**src/spq_pkg.sv**
```systemverilog
`timescale 1ns / 1ps
// spq_pkg: shared types and codes for the sorted priority queue
// no dependencies; used by spq_cell, sorted_priority_queue, spq_scoreboard and the testbench
package spq_pkg;

	typedef enum logic {
		OP_PUSH = 1'b0,
		OP_POP  = 1'b1
	} opcode_t;

	typedef struct packed {
		logic push;
		logic pop;
	} cell_ctrl_t;

endpackage

```
**src/spq_cell.sv**
```systemverilog
`timescale 1ns / 1ps
// spq_cell: one slot of the sorted row, holds a key and a value
// depends on spq_pkg for the control struct
module spq_cell #(
	parameter int VALUE_WIDTH = 16,
	parameter int KEY_WIDTH   = 8
) (
	input  logic                    clk,
	input  spq_pkg::cell_ctrl_t     ctrl,
	input  logic                    occ,
	input  logic [KEY_WIDTH-1:0]    new_key,
	input  logic [VALUE_WIDTH-1:0]  new_value,
	input  logic                    left_gt,
	input  logic [KEY_WIDTH-1:0]    left_key,
	input  logic [VALUE_WIDTH-1:0]  left_value,
	input  logic [KEY_WIDTH-1:0]    right_key,
	input  logic [VALUE_WIDTH-1:0]  right_value,
	output logic [KEY_WIDTH-1:0]    key,
	output logic [VALUE_WIDTH-1:0]  value,
	output logic                    gt
);

	logic [KEY_WIDTH-1:0]   key_q;
	logic [VALUE_WIDTH-1:0] value_q;

	assign gt    = occ && (key_q > new_key);
	assign key   = key_q;
	assign value = value_q;

	always_ff @(posedge clk) begin
		if (ctrl.pop) begin
			key_q   <= right_key;
			value_q <= right_value;
		end else if (ctrl.push && !gt) begin
			if (left_gt) begin
				key_q   <= new_key;
				value_q <= new_value;
			end else begin
				key_q   <= left_key;
				value_q <= left_value;
			end
		end
	end

endmodule

```
**src/sorted_priority_queue.sv**
```systemverilog
`timescale 1ns / 1ps
// sorted_priority_queue: bounded priority queue as a row of sorted cells
// depends on spq_pkg and spq_cell
//
//  channel | dir | tdata                 | tuser
//  s_*     | in  | item_value, item_key  | opcode
//  m_*     | out | out_value             | out_valid, is_empty, push_dropped
//
// one beat per cycle while s_tready is high: every cell compares against the pushed key at once,
// so the row updates at the accepting edge and the result beat is presented in the next cycle
// the result sits in one output register; s_tready drops only while it is held unaccepted
// arst_n clears the fill count and the output valid; cell contents need no reset
module sorted_priority_queue #(
	parameter int DEPTH       = 16,
	parameter int VALUE_WIDTH = 16,
	parameter int KEY_WIDTH   = 8
) (
	input  logic                                              clk,
	input  logic                                              arst_n,
	input  logic                                              s_tvalid,
	output logic                                              s_tready,
	input  logic [((VALUE_WIDTH + KEY_WIDTH + 7) / 8) * 8-1:0] s_tdata,  // item_value, item_key
	input  logic [0:0]                                        s_tuser,  // opcode
	output logic                                              m_tvalid,
	input  logic                                              m_tready,
	output logic [((VALUE_WIDTH + 7) / 8) * 8-1:0]            m_tdata,  // out_value
	output logic [2:0]                                        m_tuser
	// m_tuser: out_valid, is_empty, push_dropped
);

	localparam int IN_DATA_W  = ((VALUE_WIDTH + KEY_WIDTH + 7) / 8) * 8;
	localparam int OUT_DATA_W = ((VALUE_WIDTH + 7) / 8) * 8;
	localparam int CW         = $clog2(DEPTH + 1);

	logic [CW-1:0]          count_q;
	logic [VALUE_WIDTH-1:0] in_value;
	logic [KEY_WIDTH-1:0]   in_key;
	logic                   accept;
	logic                   is_pop;
	logic                   full;
	logic                   empty;
	spq_pkg::cell_ctrl_t    ctrl;
	logic [CW-1:0]          count_nxt;

	logic [KEY_WIDTH-1:0]   cell_key   [DEPTH];
	logic [VALUE_WIDTH-1:0] cell_value [DEPTH];
	logic                   cell_gt    [DEPTH];

	logic [VALUE_WIDTH-1:0] res_value_q;
	logic                   res_valid_q;
	logic                   res_empty_q;
	logic                   res_drop_q;
	logic                   m_valid_q;

	assign in_value = s_tdata[VALUE_WIDTH-1:0];
	assign in_key   = s_tdata[VALUE_WIDTH+KEY_WIDTH-1:VALUE_WIDTH];
	assign s_tready = !m_valid_q || m_tready;
	assign accept   = s_tvalid && s_tready;
	assign is_pop   = (s_tuser[0] == spq_pkg::OP_POP);
	assign full     = (count_q == CW'(DEPTH));
	assign empty    = (count_q == '0);

	assign ctrl.push = accept && !is_pop && !full;
	assign ctrl.pop  = accept && is_pop && !empty;

	always_comb begin
		count_nxt = count_q;
		if (ctrl.push) begin
			count_nxt = count_q + CW'(1);
		end else if (ctrl.pop) begin
			count_nxt = count_q - CW'(1);
		end
	end

	for (genvar i = 0; i < DEPTH; i++) begin : g_cell
		logic                   occ;
		logic                   l_gt;
		logic [KEY_WIDTH-1:0]   l_key;
		logic [VALUE_WIDTH-1:0] l_value;
		logic [KEY_WIDTH-1:0]   r_key;
		logic [VALUE_WIDTH-1:0] r_value;

		assign occ = (count_q > CW'(i));

		if (i == 0) begin : g_head
			assign l_gt    = 1'b1;
			assign l_key   = in_key;
			assign l_value = in_value;
		end else begin : g_body
			assign l_gt    = cell_gt[i-1];
			assign l_key   = cell_key[i-1];
			assign l_value = cell_value[i-1];
		end

		if (i == DEPTH - 1) begin : g_tail
			assign r_key   = '0;
			assign r_value = '0;
		end else begin : g_mid
			assign r_key   = cell_key[i+1];
			assign r_value = cell_value[i+1];
		end

		spq_cell #(
			.VALUE_WIDTH(VALUE_WIDTH),
			.KEY_WIDTH  (KEY_WIDTH)
		) u_cell (
			.clk        (clk),
			.ctrl       (ctrl),
			.occ        (occ),
			.new_key    (in_key),
			.new_value  (in_value),
			.left_gt    (l_gt),
			.left_key   (l_key),
			.left_value (l_value),
			.right_key  (r_key),
			.right_value(r_value),
			.key        (cell_key[i]),
			.value      (cell_value[i]),
			.gt         (cell_gt[i])
		);
	end

	always_ff @(posedge clk or negedge arst_n) begin
		if (!arst_n) begin
			count_q   <= '0;
			m_valid_q <= 1'b0;
		end else begin
			count_q <= count_nxt;
			if (accept) begin
				m_valid_q <= 1'b1;
			end else if (m_tready) begin
				m_valid_q <= 1'b0;
			end
		end
	end

	always_ff @(posedge clk) begin
		if (accept) begin
			res_value_q <= ctrl.pop ? cell_value[0] : '0;
			res_valid_q <= ctrl.pop;
			res_empty_q <= (count_nxt == '0);
			res_drop_q  <= !is_pop && full;
		end
	end

	assign m_tvalid = m_valid_q;
	assign m_tdata  = OUT_DATA_W'(res_value_q);
	assign m_tuser  = {res_drop_q, res_empty_q, res_valid_q};

endmodule

```
**config.mk**
```make
export PLATFORM = sky130hd
export DESIGN_NAME = sorted_priority_queue
export DESIGN_NICKNAME = d
export VERILOG_FILES = /design/src/spq_pkg.sv /design/src/spq_cell.sv /design/src/sorted_priority_queue.sv
export SDC_FILE = /design/constraint.sdc
export NUM_CORES = 1
export LEC_CHECK = 0
export BUFFER_PORTS_ARGS = -buffer_cell sky130_fd_sc_hd__clkbuf_2
export CAP_MARGIN = 10
export CORE_MARGIN = 1.5
export CORE_UTILIZATION = 35
export CTS_CLUSTER_SIZE = 25
export DETAILED_ROUTE_END_ITERATION = 10
export PLACE_DENSITY = 0.6
export SLEW_MARGIN = 15
export SYNTH_ARGS = -nofsm -noshare
export SYNTH_HDL_FRONTEND = slang
export SYNTH_SLANG_ARGS = --single-unit
```
**constraint.sdc**
```tcl
create_clock -name clk -period 5.3 [get_ports clk]
set_input_delay 0.265 -clock clk [delete_from_list [all_inputs] [get_ports clk]]
set_output_delay 0.265 -clock clk [all_outputs]
set_load 0.02 [all_outputs]
```
==> results.md <==
* Post-CTS Hold Buffers at 2
* CORE AREA at 0.06446 mm²
* Dpl cells at 2941
* Crit Path Max Fanout at 139
* Die ar. at 0.06668 mm²
* Fin crit period at 3564 ps
* Setup TNS at 0 ps
* Hold Path Class: input pin to asynchronous set/reset pin
* Critical path's top delay family: buffers and inverters
* Fillers at 6274
* Total track usage at 19.10%
* Cells after Synth at 2179
* Leak at 9.228 nW
* Slew Limit Headroom at 29.14%
* Clock sink total at 409
* Dominant synthesized flop cell: edfxtp_1
* Util after Layout at 39.42%
* Tightest Pin Transition at 1063 ps
* Buffers plus inverters on the worst setup path at 2
* Die Wd at 258.2 µm
* Final Cycle Share at 67.25%
* Initial drt markers at 1359
* Main combinational cell family by area after synthesis: compound AO/OA/AOI/OAI gates
* Adder-Cell Fraction of Synth Area at 7.355%
* Final #Nets at 2298
* ANT nets after route at 0
* I/O pins at 50
* Final Wtd Congestion at 0.8972
* Syn_nets at 2342
* Fin. Hold Viols at 0
* Setup crit start kind: flop
* Worst path max stage delay at 630 ps
* Multi-input logic area at 0.01016 mm²
* Largest net degree at the start of global routing at 183
* Fmax at 0.2806 GHz
* Detailed Routing Iterations Pass 1 at 5
* H-tree lvl count at 2
* Final instance area at 0.02541 mm²
* Gr ovfl total at 0
* Max_cap viols at 0
* First-pass GRT wire length at 101000 µm
* Nature of the critical path endpoint: flop
* Post-synth top area cell: edfxtp_1
* Setup Viol. Count Final at 0
* Seq/Total Area, Yosys at 52.69%
* Routed length per instance at 21.23 µm
* CTS tree: done
* Sequential Area at 0.01201 mm²
* PortBufs at 49
* Num CTS Buffers at 44
* Placed cell areas at 0.02389 mm²
* Worst EP arrival at 3970 ps
* Post-Synth XOR/XNOR Area at 0.1153%
* PostCTS Resize Cnt at 0
* WP data required at 5700 ps
* Number of synthesis warnings at 0
* Vias in the first global route at 17719
* Clock Tree Root: clkbuf_16
* Area growth syn-to-layout at 11.47%
* Top cells by area, synth: edfxtp_1 (50%), mux2i_1 (8.7%), ha_1 (7.4%)
* VDD IR-drop max at 0.0002109 V
* Die Ht at 258.2 µm
* Clock-pin transition on the worst setup and hold timing paths at 70 ps
* Synth Area in Compound Gates at 14.34%
* Simple-Gate Fraction of Synth Area at 13.12%
* Hpwl dp at 43160 µm
* Number of remaining DRC errors at 0
* Cell Pwr Density at 450.3 mW/mm²
* Worst-path cell chain: or3_1 -> o2111ai_4 -> buf_12 -> buf_4 -> nand2_1 -> o211ai_1
* Max Slew Vio Count at 0
* Starting Density at 35.36%
* Synthesized flop and latch total at 409
* Crit path depth at 6
* Unrepaired setup endpoints after global routing: false
* Initial antenna violation count at 2
* Vias at 17365
* Post-synth top area share at 49.92%
* Slowest cell on the critical path: or3_1
* Syn Std Cell Area at 0.02280 mm²
* Syn Area/Cell at 10.46 µm²
* Status: finished clean
* Mux share of post-synthesis cell area at 8.738%
* Post-CTS setup buffer count at 0
* Post-synth EDFFs at 379
* Clock latency at the later pin of the worst-skew pair at 580 ps
* Finished Layout Cells at 3027
* Netlist cell types at 46
* Ys async rst share at 1.467%
* Std cell rows at 93
* Layout cells sized above 1 at 8.061%
* Final WL at 64260 µm
* Clock Skew at 14.53 ps
* R2R depth at 6
* WS Path Type: flop to flop
* Vias/cell at 5.737
* Maximum clock path buffer count at 3
path summary, 6_finish.rpt:
check                                                 start                          end  slack [ps]
max in group asynchronous                            arst_n                   count_q[3]        5080
worst min register to register  g_cell[15].u_cell.value[10]  g_cell[14].u_cell.value[10]         530
worst min-delay path                                 arst_n                     m_tvalid          50
min in group clk                                    s_tuser                   res_drop_q          50
worst max-delay path                             count_q[2]   g_cell[12].u_cell.value[3]        1740
worst max register to register                   count_q[2]   g_cell[12].u_cell.value[3]        1740
through the flow:
step	hold WS (ps)	setup slack [ps]	total power (W)
finish	45.77	1736	0.01144
global route	41.06	1552	0.01202
CTS	24.06	1655	0.01145
detailed placement	115.9	1450	0.008267
global placement	108.2	1491	0.008150
floorplan	-30.59	1058	0.007215
worst register-to-register path: cells and delay by family, from the launching register on:
kind                   cells  cell delay (ps)
and+or+nand+nor            2             1000
AOI/OAI and AO/OA          2              660
DFF                        1              560
buffers and inverters      2             1190
sequential cells by signal, indices dropped and copies added, names as in the netlist:
signal,flops
m_tvalid,1
g_cell.u_cell.value,256
count_q,5
res_empty_q,1
res_valid_q,1
g_cell.u_cell.key,128
res_drop_q,1
m_tdata,16
final cells by class:
type	instances	area share, %
antenna	1	0.009848
timing repair buffer	86	2.304
clock inverter	17	0.9011
clock buffer	65	4.845
multi-input combinational	1565	40.00
sequential	409	47.27
inverter	29	0.4579
tap	855	4.210
cell families (layout without fill, tap and decap cells):
kind of cell    count (synthesis)  after routing
other cells                     0              1
fa+ha+maj                     134            134
buf+inv                       205            197
compound gates                544            544
mux                           199            199
simple gates                  685            685
flops                         409            409
xor+xnor                        3              3
synthesized netlist by cell type, types with 25 or more instances:
library cell,instances
o21ai_1,198
mux2i_1,199
a21oi_1,91
inv_1,28
nand4_1,30
ha_1,134
clkbuf_1,124
edfxtp_1,379
nand2_1,419
nand3_1,163
o211ai_1,160
buf_2,40
o21ai_0,54
nor2_1,25
placed cells by master (no fill, tap or decap), types with 3 or more instances in the layout:
cell type,synthesis,routed
nand2_1,419,413
edfxtp_1,379,379
mux2i_1,199,199
o21ai_1,198,190
nand3_1,163,163
o211ai_1,160,160
ha_1,134,134
a21oi_1,91,89
o21ai_0,54,49
clkbuf_2,0,49
clkbuf_16,0,45
buf_4,3,31
nand4_1,30,30
inv_1,28,28
nor2_1,25,25
dfxtp_1,24,24
and2_1,18,18
nor2b_1,17,17
clkbuf_1,124,17
a21o_1,11,11
o21ai_4,0,10
o221ai_1,10,10
nand2_2,0,6
dfrtp_1,6,6
o22ai_1,6,5
bufinv_16,0,5
a21oi_4,0,4
nand2b_1,3,3
o21ai_2,0,3
clkbuf_8,0,3
clkinv_1,0,3
clkinvlp_4,0,3
buf_12,0,3
per-layer routing:
layer	share of wire, %	vias up	GRT usage, %
met2	47	468	31.33
met5	0.019	-	0
met3	5.2	129	3.061
met4	3.3	2	7.294
met1	44	8715	25.36
li1	-	8051	-
power by group:
group | total [W] | switching (W) | internal (W)
logic | 0.00333 | 0.00209 | 0.00124
clock network | 0.00319 | 0.00133 | 0.00186
registers | 0.00492 | 0.000453 | 0.00447
total | 0.0114 | 0.00387 | 0.00757
Power figures use the tool's default switching activity.
